### src/rtl/core/odo_pkg.sv
`timescale 1ns / 1ps
// ----------------------------------------------------------------------------
// odo_pkg
// Shared types, register codes and constants of the two-pod odometry block.
// ----------------------------------------------------------------------------
package odo_pkg;

  typedef enum logic [1:0] {
    CMD_PIN  = 2'd0,
    CMD_POLL = 2'd1,
    CMD_SET  = 2'd2,
    CMD_NONE = 2'd3
  } cmd_t;

  typedef enum logic [2:0] {
    REG_POD1_REV = 3'd0,
    REG_POD2_REV = 3'd1,
    REG_MPC      = 3'd2,
    REG_APC      = 3'd3,
    REG_RADIUS   = 3'd4
  } reg_idx_t;

  typedef enum logic [3:0] {
    B_IDLE,
    B_S1,
    B_S2,
    B_HEAD,
    B_CLO,
    B_CHI,
    B_BXY,
    B_ROT,
    B_MLO,
    B_MHI,
    B_DONE
  } bstate_t;

  typedef struct packed {
    logic        pod1_reverse;
    logic        pod2_reverse;
    logic [31:0] metres_per_count;
    logic [23:0] angle_per_count;
    logic [15:0] radius_ratio;
  } cfg_t;

  // One request as classified by the front end.
  typedef struct packed {
    cmd_t               cmd;
    logic signed [31:0] d1;
    logic signed [31:0] d2;
    logic signed [47:0] nx;
    logic signed [47:0] ny;
    logic signed [31:0] nh;
  } entry_t;

  localparam int          QUEUE_DEPTH = 4;
  localparam longint      DELTA_MAX   = 64'sd2147483647;
  localparam longint      BODY_MAX    = 64'sd140737488355327;
  localparam logic [31:0] GAIN_Q30    = 32'd652032874;

  function automatic logic [31:0] atan_units(input logic [4:0] i);
    logic [31:0] r;
    case (i)
      5'd0:  r = 32'd536870912;
      5'd1:  r = 32'd316933406;
      5'd2:  r = 32'd167458907;
      5'd3:  r = 32'd85004756;
      5'd4:  r = 32'd42667331;
      5'd5:  r = 32'd21354465;
      5'd6:  r = 32'd10679838;
      5'd7:  r = 32'd5340245;
      5'd8:  r = 32'd2670163;
      5'd9:  r = 32'd1335087;
      5'd10: r = 32'd667544;
      5'd11: r = 32'd333772;
      5'd12: r = 32'd166886;
      5'd13: r = 32'd83443;
      5'd14: r = 32'd41722;
      5'd15: r = 32'd20861;
      5'd16: r = 32'd10430;
      5'd17: r = 32'd5215;
      5'd18: r = 32'd2608;
      5'd19: r = 32'd1304;
      5'd20: r = 32'd652;
      5'd21: r = 32'd326;
      5'd22: r = 32'd163;
      5'd23: r = 32'd81;
      5'd24: r = 32'd41;
      5'd25: r = 32'd20;
      5'd26: r = 32'd10;
      5'd27: r = 32'd5;
      5'd28: r = 32'd3;
      5'd29: r = 32'd1;
      5'd30: r = 32'd1;
      default: r = 32'd0;
    endcase
    return r;
  endfunction

endpackage

### src/rtl/core/odo_front.sv
`timescale 1ns / 1ps
// ----------------------------------------------------------------------------
// odo_front
// Accepts requests, tracks both encoder counters and captures poll deltas.
// ----------------------------------------------------------------------------
module odo_front import odo_pkg::*; #(
  parameter int COUNT_BITS = 32
) (
  input  logic               clk,
  input  logic               rst,
  input  cfg_t               cfg,
  input  logic               in_valid,
  output logic               in_ready,
  input  logic [1:0]         cmd,
  input  logic               pod1_a,
  input  logic               pod1_b,
  input  logic               pod2_a,
  input  logic               pod2_b,
  input  logic signed [47:0] new_x,
  input  logic signed [47:0] new_y,
  input  logic signed [31:0] new_heading,
  input  logic               q_full,
  output logic               push,
  output entry_t             push_data
);

  localparam int WB = ((COUNT_BITS > 33) ? COUNT_BITS : 33) + 1;

  logic [COUNT_BITS-1:0] count_one;
  logic [COUNT_BITS-1:0] count_two;
  logic [COUNT_BITS-1:0] seen_one;
  logic [COUNT_BITS-1:0] seen_two;
  logic                  prior_a_one;
  logic                  prior_a_two;
  cmd_t                  kind;
  logic signed [31:0]    d1;
  logic signed [31:0]    d2;

  function automatic logic signed [31:0] pod_delta(input logic [COUNT_BITS-1:0] now,
                                                   input logic [COUNT_BITS-1:0] seen,
                                                   input logic rev);
    logic signed [COUNT_BITS-1:0] raw;
    logic signed [WB-1:0]         w;
    logic signed [31:0]           c;
    raw = $signed(now - seen);
    w   = WB'(raw);
    if (w > WB'(DELTA_MAX)) begin
      c = 32'sh7fff_ffff;
    end else if (w < -WB'(DELTA_MAX)) begin
      c = -32'sh7fff_ffff;
    end else begin
      c = 32'(w);
    end
    return rev ? -c : c;
  endfunction

  assign kind     = cmd_t'(cmd);
  assign in_ready = !q_full;
  assign push     = in_valid && !q_full;
  assign d1       = pod_delta(count_one, seen_one, cfg.pod1_reverse);
  assign d2       = pod_delta(count_two, seen_two, cfg.pod2_reverse);

  always_comb begin
    push_data.cmd = kind;
    push_data.d1  = d1;
    push_data.d2  = d2;
    push_data.nx  = new_x;
    push_data.ny  = new_y;
    push_data.nh  = new_heading;
  end

  always_ff @(posedge clk) begin
    if (rst) begin
      count_one   <= '0;
      count_two   <= '0;
      seen_one    <= '0;
      seen_two    <= '0;
      prior_a_one <= 1'b0;
      prior_a_two <= 1'b0;
    end else if (push) begin
      case (kind)
        CMD_PIN: begin
          // count on each edge of A: down when A matches B
          if (pod1_a != prior_a_one) begin
            count_one   <= (pod1_a == pod1_b) ? count_one - 1'b1 : count_one + 1'b1;
            prior_a_one <= pod1_a;
          end
          if (pod2_a != prior_a_two) begin
            count_two   <= (pod2_a == pod2_b) ? count_two - 1'b1 : count_two + 1'b1;
            prior_a_two <= pod2_a;
          end
        end
        CMD_POLL: begin
          seen_one <= count_one;
          seen_two <= count_two;
        end
        default: begin
        end
      endcase
    end
  end

endmodule

### config.mk
export PLATFORM = sky130hd
export DESIGN_NAME = odo_front
export DESIGN_NICKNAME = d
export VERILOG_FILES = /design/src/rtl/core/odo_pkg.sv /design/src/rtl/core/odo_front.sv
export SDC_FILE = /design/constraint.sdc
export NUM_CORES = 1
export LEC_CHECK = 0
export BUFFER_PORTS_ARGS = -buffer_cell sky130_fd_sc_hd__buf_4
export CAP_MARGIN = 20
export CORE_UTILIZATION = 54
export CTS_BUF_LIST = sky130_fd_sc_hd__clkbuf_4 sky130_fd_sc_hd__clkbuf_8 sky130_fd_sc_hd__clkbuf_16
export CTS_CLUSTER_DIAMETER = 80
export DETAILED_ROUTE_END_ITERATION = 10
export MAX_ROUTING_LAYER = met4
export PLACE_DENSITY = 0.86
export SYNTH_ARGS = -nofsm -noshare
export SYNTH_HDL_FRONTEND = slang
export SYNTH_SLANG_ARGS = --single-unit
### constraint.sdc
create_clock -name clk -period 11.2 [get_ports clk]
set_input_delay 2.8 -clock clk [delete_from_list [all_inputs] [get_ports clk]]
set_output_delay 2.8 -clock clk [all_outputs]
set_load 0.05 [all_outputs]
==> results_dict.tcl <==
set metrics [dict create \
    final_cells 2285 \
    number_of_antenna_violations_at_the_first_check_in_global_routing 0 \
    synth-edff-count 0 \
    finalWorstPathRequiredPeriod_ps 10290 \
    timing.clock.skew_ps 10.6 \
    placement.setup.worst_slack_ps 1410 \
    die_outline_area_um2 27200 \
    detailroute.via_count 14000 \
    cpLargestDelayFamily "simple AND/OR/NAND/NOR gates" \
    grt_max_degree 68 \
    crit_buf_inv 5 \
    endpoint_kind "output port" \
    grt_pass1_vias 12700 \
    xor_xnor_fraction_of_synth_area_pct 7.80 \
    drv.max_cap_violation_count 0 \
    timing.hold.worst.class "register to register" \
    antenna_left 0 \
    synth_area_um2 14400 \
    postSynthCellCount 2037 \
    num-fill-cells 2321 \
    synth_simple_gate_area_share_pct 23.2 \
    postSynthRegisterBits 130 \
    layout.nets 2279 \
    synth_area_per_cell_um2 7.04 \
    htree_levels 4 \
    r2r_slack_ps 7680 \
    synth_top_family_by_area "compound AO/OA/AOI/OAI gates" \
    worst_setup_path_start_kind "register" \
    drtPass1Iterations 8 \
    slowest_delay_ps 690 \
    grt_overflow_total 0 \
    grt_setup_unrepaired "no" \
    rr_startpoint "count_two[1]" \
    final_hold_viol_count 0 \
    cts.sinks 130 \
    setup_slack_ps 910 \
    worst_path_required_time_ps 8400 \
    tightest_slew_ps 1060 \
    insertedDiodeCount 0 \
    vdd_ir_drop_max_mv 0.228 \
    synth-seq-area-share_pct 18.1 \
    cts_hold_buf 0 \
    crit_fanout 22 \
    post_route_cells_drive_above_1_share_pct 8.10 \
    levels_on_crit_path 27 \
    top_level_port_count 408 \
    netlist_top_cells_area "dfxtp_1 (18%), ha_1 (11%), a21oi_1 (8.8%)" \
    syn_nets 2379 \
    postCtsResizedCells 0 \
    worst_r2r_endpoint "count_two[31]" \
    worst_path_max_delay_cell "or4_1" \
    row_cnt 59 \
    cts_inserted_buffers 17 \
    r2r.worst_path.cells 12 \
    clk_root_buffer_cell "clkbuf_16" \
    outcome "complete, no violations" \
    grt_first_pass_wirelength_um 61000 \
    clkSlewWorstSetupHoldPaths_ps 60 \
    synth_flop_type "dfxtp_1" \
    die_w_um 165 \
    detail_route.wl_per_cell_um 16.6 \
    worstHoldStart "seen_two[26]" \
    max_slew_margin_pct 29.6 \
    height_of_the_die_um 165 \
    post_synth_fa_ha_maj_area_fraction_pct 11.5 \
    initial_utilization_pct 55.1 \
    yosysTopAreaCellShare_pct 18.1 \
    fp.coreArea_um2 26100 \
    synth_common_cells "nand2_1 (326), a21oi_1 (252), buf_4 (132), dfxtp_1 (130), ha_1 (126)" \
    numPortBuffers 79 \
    hold_end "seen_two[26]" \
    setup-violations-final 0 \
    synth_cell_types 85 \
    clock_insertion_delay_worst_skew_ps 420 \
    cts_tree "built" \
    postRouteWirelength_um 38000 \
    final.period_utilization_pct 91.9 \
    compound_cell_area_share_of_the_yosys_netlist_pct 26.7 \
    gpl.final_weighted_congestion 0.929 \
    timing_worst_setup_path_type "register to output port" \
    final_count_of_pins_violating_max_slew 0 \
    min_path_cells 2 \
    synth_warnings 0 \
    muxShareOfSynthArea_pct 0.846 \
    cts.path.max_buffers 2 \
    power.leakage_nw 6.27 \
    grt_util_all_layers_pct 28.0 \
    drcViolationCount 0 \
    synth_async_sr_flop_share_pct 0 \
    finalSetupTns_ps 0 \
    post-synth-top-count-cell "nand2_1" \
    hpwl_um 28400 \
    max_freq_ghz 0.0972 \
    cellPowerDensity_nw_per_um2 172 \
    drt_iter0_drc 1275 \
    cts.repair_timing.setup_buffer_count 0 \
    vias_per_cell 6.13 \
    worst_ep_arrival_time_ps 7490 \
    layout_stage_area_growth_over_the_synthesis_result_pct 3.01 \
    numPlacedInstances 2251 \
    synth_area_leader_cell "dfxtp_1" \
    power_mw 2.54 \
    critical_path.startpoint "count_two[0]" \
]
[registers in the layout, indices dropped and copies added (netlist names)]
register and cells:
count_one 32, count_two 32, seen_one 32, seen_two 32, prior_a_one 1, prior_a_two 1
[worst reg2reg max path: stages (launching register included)]
cell and delay, ps:
dfxtp_1 470, ha_1 300, a211oi_1 320, o21a_1 210, o21ai_0 200, o31ai_1 530, o21ai_0 270, o211ai_1 260
a31oi_1 150, or3_1 330, a21oi_1 180, xnor2_1 130, nor2_1 50
[per-layer routing]
layer	part of all wire, %	GRT usage, %	up-vias
li1	-	-	6883
met1	40	31.4	6459
met2	47	45.9	526
met3	7.5	6.73	133
met4	5.4	15.3	0
met5	0	-	-
[worst max-delay path by stage]
stage,end,slack [ps]
4_1_cts,push_data[150],940
3_5_place_dp,push_data[150],1410
6_report,push_data[150],910
3_3_place_gp,push_data[150],1520
5_1_grt,push_data[150],420
2_1_floorplan,push_data[146],830
[layout by cell type, fill, tap and decap left out, drive strengths merged, types with 17 or more instances in the layout]
| cell type | count |
|---|---|
| a31oi | 22 |
| a21oi | 252 |
| nand2b | 25 |
| dfxtp | 130 |
| o21ai | 104 |
| and3 | 23 |
| nand3 | 44 |
| buf | 92 |
| nand2 | 327 |
| nor2 | 117 |
| nor3 | 43 |
| ha | 126 |
| xnor2 | 78 |
| nand4 | 17 |
| a21o | 51 |
| and2 | 24 |
| a211oi | 32 |
| inv | 106 |
| or3 | 20 |
| clkbuf | 20 |
| nor2b | 21 |
| xor2 | 49 |
[cell type report]
| type | count | area, um^2 | share of cell area (%) |
|---|---|---|---|
| Clock inverter | 12 | 133 | 0.897 |
| Clock buffer | 20 | 454 | 3.07 |
| Tap cell | 335 | 419 | 2.84 |
| Timing Repair Buffer | 92 | 718 | 4.86 |
| Multi-Input combinational cell | 1590 | 10100 | 68.0 |
| Sequential cell | 130 | 2600 | 17.6 |
| Inverter | 106 | 398 | 2.69 |
[kinds of logic after synthesis]
family,Yosys count
AND/OR/NAND/NOR,712
AO/OA/AOI/OAI,609
buffers and inverters,317
adder cells (fa/ha/maj),130
flip-flops,130
XOR/XNOR,127
multiplexers,12
[power breakdown]
part / switching [mW] / internal, mW / total [mW]
sequential: 0.00541 / 0.467 / 0.472
clock: 0.216 / 0.338 / 0.554
combinational: 1.03 / 0.477 / 1.51
[per-stage QoR]
step | hold WS (ps) | instance area (um^2) | utilization (%)
floorplan | 436 | 14400 | -
global placement | 441 | 14200 | 54.3
detailed placement | 446 | 14200 | 54.3
CTS | 454 | 14700 | 56.6
global route | 465 | 14800 | 56.7
finish | 454 | 14800 | 56.7
(Power assumes the default switching activity.)
