`src/rtl/core/odo_pkg.sv`:
```
`timescale 1ns / 1ps
// ----------------------------------------------------------------------------
// odo_pkg
// Shared types, register codes and constants of the two-pod odometry block.
// ----------------------------------------------------------------------------
package odo_pkg;

  typedef enum logic [1:0] {
    CMD_PIN  = 2'd0,
    CMD_POLL = 2'd1,
    CMD_SET  = 2'd2,
    CMD_NONE = 2'd3
  } cmd_t;

  typedef enum logic [2:0] {
    REG_POD1_REV = 3'd0,
    REG_POD2_REV = 3'd1,
    REG_MPC      = 3'd2,
    REG_APC      = 3'd3,
    REG_RADIUS   = 3'd4
  } reg_idx_t;

  typedef enum logic [3:0] {
    B_IDLE,
    B_S1,
    B_S2,
    B_HEAD,
    B_CLO,
    B_CHI,
    B_BXY,
    B_ROT,
    B_MLO,
    B_MHI,
    B_DONE
  } bstate_t;

  typedef struct packed {
    logic        pod1_reverse;
    logic        pod2_reverse;
    logic [31:0] metres_per_count;
    logic [23:0] angle_per_count;
    logic [15:0] radius_ratio;
  } cfg_t;

  // One request as classified by the front end.
  typedef struct packed {
    cmd_t               cmd;
    logic signed [31:0] d1;
    logic signed [31:0] d2;
    logic signed [47:0] nx;
    logic signed [47:0] ny;
    logic signed [31:0] nh;
  } entry_t;

  localparam int          QUEUE_DEPTH = 4;
  localparam longint      DELTA_MAX   = 64'sd2147483647;
  localparam longint      BODY_MAX    = 64'sd140737488355327;
  localparam logic [31:0] GAIN_Q30    = 32'd652032874;

  function automatic logic [31:0] atan_units(input logic [4:0] i);
    logic [31:0] r;
    case (i)
      5'd0:  r = 32'd536870912;
      5'd1:  r = 32'd316933406;
      5'd2:  r = 32'd167458907;
      5'd3:  r = 32'd85004756;
      5'd4:  r = 32'd42667331;
      5'd5:  r = 32'd21354465;
      5'd6:  r = 32'd10679838;
      5'd7:  r = 32'd5340245;
      5'd8:  r = 32'd2670163;
      5'd9:  r = 32'd1335087;
      5'd10: r = 32'd667544;
      5'd11: r = 32'd333772;
      5'd12: r = 32'd166886;
      5'd13: r = 32'd83443;
      5'd14: r = 32'd41722;
      5'd15: r = 32'd20861;
      5'd16: r = 32'd10430;
      5'd17: r = 32'd5215;
      5'd18: r = 32'd2608;
      5'd19: r = 32'd1304;
      5'd20: r = 32'd652;
      5'd21: r = 32'd326;
      5'd22: r = 32'd163;
      5'd23: r = 32'd81;
      5'd24: r = 32'd41;
      5'd25: r = 32'd20;
      5'd26: r = 32'd10;
      5'd27: r = 32'd5;
      5'd28: r = 32'd3;
      5'd29: r = 32'd1;
      5'd30: r = 32'd1;
      default: r = 32'd0;
    endcase
    return r;
  endfunction

endpackage

```
`src/rtl/core/odo_queue.sv`:
```
`timescale 1ns / 1ps
// ----------------------------------------------------------------------------
// odo_queue
// Short request queue between the front and back ends.
// ----------------------------------------------------------------------------
module odo_queue import odo_pkg::*; #(
  parameter int DEPTH = 4
) (
  input  logic                       clk,
  input  logic                       rst,
  input  logic                       push,
  input  entry_t                     push_data,
  input  logic                       pop,
  output entry_t                     head,
  output logic                       full,
  output logic                       empty,
  output logic [$clog2(DEPTH+1)-1:0] count
);

  localparam int PW = (DEPTH > 1) ? $clog2(DEPTH) : 1;

  entry_t        mem [DEPTH];
  logic [PW-1:0] wr_ptr;
  logic [PW-1:0] rd_ptr;

  assign full  = (count == ($clog2(DEPTH+1))'(DEPTH));
  assign empty = (count == '0);
  assign head  = mem[rd_ptr];

  always_ff @(posedge clk) begin
    if (push) begin
      mem[wr_ptr] <= push_data;
    end
  end

  always_ff @(posedge clk) begin
    if (rst) begin
      wr_ptr <= '0;
      rd_ptr <= '0;
      count  <= '0;
    end else begin
      if (push) begin
        wr_ptr <= (wr_ptr == PW'(DEPTH - 1)) ? '0 : wr_ptr + 1'b1;
      end
      if (pop) begin
        rd_ptr <= (rd_ptr == PW'(DEPTH - 1)) ? '0 : rd_ptr + 1'b1;
      end
      if (push && !pop) begin
        count <= count + 1'b1;
      end else if (pop && !push) begin
        count <= count - 1'b1;
      end
    end
  end

endmodule

```
`config.mk`:
```
export PLATFORM = sky130hd
export DESIGN_NAME = odo_queue
export DESIGN_NICKNAME = d
export VERILOG_FILES = /design/src/rtl/core/odo_pkg.sv /design/src/rtl/core/odo_queue.sv
export SDC_FILE = /design/constraint.sdc
export NUM_CORES = 1
export LEC_CHECK = 0
export BUFFER_PORTS_ARGS = -buffer_cell sky130_fd_sc_hd__buf_2
export CELL_PAD_IN_SITES_DETAIL_PLACEMENT = 2
export CELL_PAD_IN_SITES_GLOBAL_PLACEMENT = 2
export CORE_AREA = 2 2 203 354
export CTS_CLUSTER_DIAMETER = 100
export DETAILED_ROUTE_END_ITERATION = 7
export DIE_AREA = 0 0 205 356
export MAX_ROUTING_LAYER = met4
export PLACE_DENSITY_LB_ADDON = 0.1
export SLEW_MARGIN = 5
export SYNTH_ARGS = -nofsm -noshare
export SYNTH_HDL_FRONTEND = slang
export SYNTH_SLANG_ARGS = --single-unit
export TNS_END_PERCENT = 10
```
`constraint.sdc`:
```
create_clock -name clk -period 5.05 [get_ports clk]
set_input_delay 0.2525 -clock clk [delete_from_list [all_inputs] [get_ports clk]]
set_output_delay 0.2525 -clock clk [all_outputs]
set_load 0.01 [all_outputs]
```
==> results.py, run 1 <==
metrics = {
    "clock_tree": {
        "tritoncts": "done",
        "h-tree-depth": 3,
        "cts-hold-fix-buffers": 197,
        "post-cts-setup-buffer-count": 0,
        "tritoncts_num_sinks": 785,
        "post_cts_resized": 0,
        "clkSlewWorstSetupHoldPaths_ps": 60,
        "root_buffer": "sky130_fd_sc_hd__clkbuf_16",
        "ctsLongestPathBuffers": 3,
        "numCtsBuffers": 74,
        "clock_insertion_delay_at_the_later_pin_of_the_skew_report_ps": 620,
    },
    "worst_hold_path": {
        "min_delay_worst_endpoint": "mem[3][177]$_DFFE_PP_",
        "holdCritPathClass": "primary input to flop",
        "min-delay-start": "push_data[177]",
        "hold_depth": 2,
    },
    "placement": {
        "post_placement_cell_count": 2346,
        "place_hpwl_um": 42800,
        "buffers_on_ports": 396,
        "finalWeightedCongestion": 0.724,
    },
    "sta": {
        "timing.final.crit_period_ps": 3140,
        "clock_skew_ps": 16.8,
        "fmax_mhz": 318,
        "fin_crit_sh_pct": 62.2,
        "slew_margin_rel_pct": 26.5,
        "finalMaxSlewViolations": 0,
        "hold_viol_final": 0,
        "grt_setup_unrepaired": "no",
        "setup_violating_endpoint_count_in_the_final_report": 0,
        "worst_slew_pin_slew_ps": 1100,
    },
    "critical_path": {
        "nature_of_the_critical_path_startpoint": "flop",
        "reg2reg_from": "wr_ptr[0]$_SDFFE_PP0P_",
        "worst_r2r_endpoint": "mem[2][172]$_DFFE_PP_",
        "required_ps": 4800,
        "rr_worst_depth": 4,
        "r2r_setup_slack_ps": 2820,
        "end_kind": "output port",
        "cp_max_fo": 41,
        "path_class": "flop to output port",
        "timing.critical_path.arrival_ps": 2890,
    },
    "cells_and_area": {
        "num-fill-cells": 6151,
        "area_delta_synth_final_pct": 25.8,
        "final_core_utilization_pct": 50.9,
        "final_nets": 1907,
        "finalNonFillerCells": 2689,
        "drive_gt1_share_pct": 40.4,
    },
    "floorplanning": {
        "core_region_area_um2": 70400,
        "die_area_um2": 73000,
        "initial_utilization_pct": 40.4,
        "die_w_um": 205,
        "die_height_um": 356,
        "total_number_of_placement_rows": 129,
        "floorplan.io_pins": 397,
    },
    "power": {
        "power-per-cell-area_nw_per_um2": 396,
        "leakage_nw": 12.0,
        "power.ir.vdd_worst_mv": 0.449,
    },
    "global_routing": {
        "via_count_of_the_first_global_routing_pass": 15800,
        "wire_length_of_the_first_global_routing_pass_um": 105000,
        "grt_start_max_net_pins": 107,
        "grt_overflow": 0,
        "grt_antenna_before_repair": 12,
        "grt_use_total_pct": 20.3,
    },
    "yosys": {
        "ys_warn_count": 0,
        "postSynthNetCount": 1264,
        "share_of_the_yosys_chip_area_belonging_to_registers_pct": 82.5,
        "synth_seq_cells": 785,
        "syn_inst": 1059,
        "synth.cell_area_um2": 28500,
        "synthesis.area_per_instance_um2": 26.9,
        "distinct_cell_type_count_after_synthesis": 19,
    },
    "drt": {
        "ant_nets": 0,
        "routedWlPerCell_um": 26.3,
        "routed_via_density": 5.08,
        "detail_route.drc_violations": 0,
        "firstDrtPassIters": 5,
        "dr_total_vias": 13700,
        "detail_route.wirelength_um": 70600,
        "drt_first_iter_violations": 752,
    },
    "outcome": {
        "outcome": "finished clean",
    },
    "job": {
        "max_cap_viol_count": 0,
    },
}
## cells by family after synthesis
kind of cell	share of synthesized area [%]
multiplexers	15.5
XOR/XNOR	0.0616
flip-flops	82.5
AND/OR/NAND/NOR	0.286
adder cells (fa/ha/maj)	0.334
AO/OA/AOI/OAI	0.0703
buffers and inverters	1.25
## state kept, by name (all words and copies together) (netlist names), named ones only
| register | cells |
|---|---|
| rd_ptr | 2 |
| wr_ptr | 2 |
| count | 3 |
| mem | 776 |
## cells in the mapped netlist
cell                       count  share of area [%]
sky130_fd_sc_hd__mux4_2      194                 15
sky130_fd_sc_hd__nor3b_1       3              0.079
sky130_fd_sc_hd__buf_8         1              0.053
sky130_fd_sc_hd__nor2_1        6              0.079
sky130_fd_sc_hd__a21oi_1       3              0.053
sky130_fd_sc_hd__and2_1        4              0.088
sky130_fd_sc_hd__dfxtp_1       9               0.63
sky130_fd_sc_hd__edfxtp_1    776                 82
sky130_fd_sc_hd__ha_1          6               0.26
sky130_fd_sc_hd__buf_6        18               0.71
sky130_fd_sc_hd__nor3_1        1              0.018
sky130_fd_sc_hd__inv_1         5              0.066
sky130_fd_sc_hd__clkbuf_1      4              0.053
sky130_fd_sc_hd__or3_1         1              0.022
sky130_fd_sc_hd__mux2i_1       3               0.11
sky130_fd_sc_hd__xor2_1        2              0.062
sky130_fd_sc_hd__buf_2        21               0.37
sky130_fd_sc_hd__o21ai_0       1              0.018
sky130_fd_sc_hd__fa_1          1              0.070
## layout by cell type (no fill, tap or decap), drive strengths merged
master	Yosys	final
bufinv	0	4
or3	1	1
nor3b	3	3
diode	0	12
clkinv	0	34
mux4	194	194
ha	6	6
nor2	6	6
xor2	2	2
inv	5	9
a21oi	3	3
dfxtp	9	9
edfxtp	776	776
o21ai	1	1
clkinvlp	0	1
and2	4	4
fa	1	1
nor3	1	1
dlygate4sd3	0	197
buf	40	414
clkbuf	4	91
mux2i	3	3
## power by group
group	switching (mW)	internal, mW	leakage, nW
sequential	0.105	7.44	7.20
clock	2.39	2.94	1.11
combinational	0.700	0.615	3.71
## how the worst max path moves through the flow
stage,to,startpoint,depth (start not counted)
after floorplan,mem[2][0]$_DFFE_PP_,wr_ptr[0]$_SDFFE_PP0P_,3
after global placement,head[60],flop,3
after detailed placement,head[58],flop,3
after CTS,head[62],flop,3
after global routing,head[80],flop,3
final,head[62],flop,3
## layer usage
layer,vias to the layer above,GRT usage (%),wire [µm]
li1,5901,-,-
met5,-,-,0
met2,440,34.0,36700
met1,7226,24.1,27400
met3,99,5.49,5060
met4,0,6.04,1530
## through the flow
stage,hold WS [ps],TNS [ps],cell area [µm²],setup WS (ps),total power [mW]
floorplan,322,-278150,28500,-485,8.32
global placement,461,0,31500,2450,8.84
detailed placement,468,0,31500,2450,8.90
CTS,315,0,35800,1760,14.4
global route,354,0,35800,1650,14.7
finish,377,0,35800,1910,14.2
## worst max-delay path, stage by stage, from the launching register on
cell	delay (ps)
sky130_fd_sc_hd__dfxtp_4	950
sky130_fd_sc_hd__buf_4	520
sky130_fd_sc_hd__mux4_2	580
sky130_fd_sc_hd__buf_2	170
## layout make-up
class	count	area [µm²]	area share, %
Timing Repair Buffer	611	4210	11.8
Antenna cell	12	30.0	0.0839
Multi-Input combinational cell	225	4620	12.9
Clock buffer	91	1940	5.41
Inverter	5	18.8	0.0524
Sequential cell	785	23500	65.6
Tap cell	917	1150	3.21
Clock inverter	43	333	0.930
No activity file was read; power rests on OpenSTA's default activity.
==> inputs of run 2 (changes only) <==
==> constraint.sdc (replaced) <==
create_clock -name clk -period 2.55 [get_ports clk]
set_input_delay 0.1275 -clock clk [delete_from_list [all_inputs] [get_ports clk]]
set_output_delay 0.1275 -clock clk [all_outputs]
set_load 0.01 [all_outputs]
==> run 2 against run 1 <==
  * Sequential power is 98% higher
  * Clock-buffer cell count is 4 higher
  * Sequential cell count stayed put
  * Critical path type unchanged
==> results.py, run 2 (synthesized netlist as in run 1, its figures left out) <==
metrics = {
    "clock_tree": {
        "root_buffer": "sky130_fd_sc_hd__clkbuf_16",
        "numCtsBuffers": 75,
        "clkSlewWorstSetupHoldPaths_ps": 60,
        "clock_insertion_delay_at_the_later_pin_of_the_skew_report_ps": 640,
        "h-tree-depth": 3,
        "tritoncts_num_sinks": 785,
        "ctsLongestPathBuffers": 3,
        "tritoncts": "done",
    },
    "sta": {
        "fmax_mhz": 414,
        "hold_viol_final": 0,
        "slew_margin_rel_pct": 62.3,
        "clock_skew_ps": 23.9,
        "worst_slew_pin_slew_ps": 566,
        "grt_setup_unrepaired": "no",
        "timing.final.crit_period_ps": 2410,
        "finalMaxSlewViolations": 0,
        "fin_crit_sh_pct": 94.7,
        "setup_violating_endpoint_count_in_the_final_report": 0,
        "timing.final.ws_setup_ps": 136,
    },
    "critical_path": {
        "path_class": "flop to output port",
        "required_ps": 2420,
        "cp_max_fo": 54,
        "nature_of_the_critical_path_startpoint": "flop",
        "end_kind": "output port",
        "critical_path.top_delay_family": "multiplexers",
        "path_depth": 3,
        "crit_buf_inv": 2,
        "timing.critical_path.arrival_ps": 2290,
        "critical_path.slowest_cell": "sky130_fd_sc_hd__mux4_2",
        "rr_worst_depth": 4,
        "slowest_delay_ps": 610,
        "worst_path_cell_chain": "buf_16 > mux4_2 > buf_2",
    },
    "global_routing": {
        "via_count_of_the_first_global_routing_pass": 15800,
        "grt_use_total_pct": 20.4,
        "wire_length_of_the_first_global_routing_pass_um": 105000,
        "grt_start_max_net_pins": 76,
        "grt_overflow": 0,
        "grt_antenna_before_repair": 12,
    },
    "drt": {
        "drt_first_iter_violations": 780,
        "firstDrtPassIters": 4,
        "routedWlPerCell_um": 26.1,
        "detail_route.wirelength_um": 70800,
        "ant_nets": 0,
        "routed_via_density": 5.03,
        "detail_route.drc_violations": 0,
        "dr_total_vias": 13600,
    },
    "outcome": {
        "outcome": "finished clean",
    },
    "cells_and_area": {
        "biggestRegsByFlops": "mem x776, count x3",
        "biggest_register": "mem",
        "commonest_non_fill_non_tap_cell_in_the_layout": "sky130_fd_sc_hd__edfxtp_1",
        "layout.cells.most_common_list": "776 x sky130_fd_sc_hd__edfxtp_1, 396 x sky130_fd_sc_hd__buf_2, 198 x sky130_fd_sc_hd__dlygate4sd3_1",
        "drive_gt1_share_pct": 41.1,
        "area_delta_synth_final_pct": 27.1,
        "largest_register_ff_count": 776,
        "final_nets": 1926,
        "finalNonFillerCells": 2709,
        "num-fill-cells": 6122,
        "multi_input_area_um2": 4620,
        "flip_flop_and_latch_area_um2": 23500,
    },
    "floorplanning": {
        "floorplan.io_pins": 397,
        "total_number_of_placement_rows": 129,
        "initial_utilization_pct": 40.4,
        "die_area_um2": 73000,
        "core_region_area_um2": 70400,
        "die_height_um": 356,
        "die_w_um": 205,
    },
    "worst_hold_path": {
        "hold_depth": 2,
        "holdCritPathClass": "primary input to flop",
    },
    "power": {
        "power-per-cell-area_nw_per_um2": 785,
        "power.ir.vdd_worst_mv": 0.679,
        "leakage_nw": 12.2,
    },
    "placement": {
        "post_placement_cell_count": 2363,
        "buffers_on_ports": 396,
        "place_ws_ps": 683,
        "place_hpwl_um": 43700,
        "finalWeightedCongestion": 0.721,
    },
    "job": {
        "max_cap_viol_count": 0,
    },
}
## run 2: cell count changes in the layout (fill, tap and decap cells not counted), sizes merged
cell         previous run  this run
bufinv                  4         5
inv                     9         8
buf                   414       431
dlygate4sd3           197       198
diode                  12        13
clkinv                 34        31
clkbuf                 91        95
## run 2: worst paths after layout
path / startpoint / end / slack (ps)
setup / recovery: flop / head[161] / 140
hold reg to reg: rd_ptr[1]$_SDFFE_PP0P_ / flop / 560
hold / removal: push_data[75] / mem[1][75]$_DFFE_PP_ / 250
setup reg to reg: wr_ptr[0]$_SDFFE_PP0P_ / mem[2][154]$_DFFE_PP_ / 720
## run 2: final cells by class
class	count	area share (%)
Antenna cell	13	0.0900
Clock inverter	40	0.952
Multi-Input combinational cell	225	12.8
Sequential cell	785	65.0
Inverter	5	0.0519
Timing Repair Buffer	629	12.5
Tap cell	917	3.17
Clock buffer	95	5.52
## run 2: routing by layer
layer	GRT usage, %	wire length, µm	vias to the layer above
met5	-	0	-
met4	6.43	1690	0
met3	5.75	4960	91
met2	34.1	36700	433
met1	23.8	27400	7169
li1	-	-	5931
## run 2: where the power goes
part / internal [mW] / leakage (nW) / switching [mW]
clock: 6.06 / 1.14 / 4.70
combinational: 1.27 / 3.85 / 1.46
sequential: 14.7 / 7.20 / 0.149
## run 2: what timing repair did
item,in CTS,in global routing
gates resized for setup,0,1
hold buffers,198,0
setup endpoints to repair,0,7
hold endpoints to repair,785,0
setup buffers,0,0
## run 2: per-stage QoR
stage	setup TNS, ps	utilization, %	hold slack, ps	cell area, µm²	power (mW)
finish	0	51.4	249	36200	28.4
global placement	0	45.2	336	31800	17.6
CTS	0	51.3	190	36100	28.8
detailed placement	0	45.2	343	31800	17.7
floorplan	-311060	-	197	28500	16.4
global route	0	51.4	236	36200	29.4
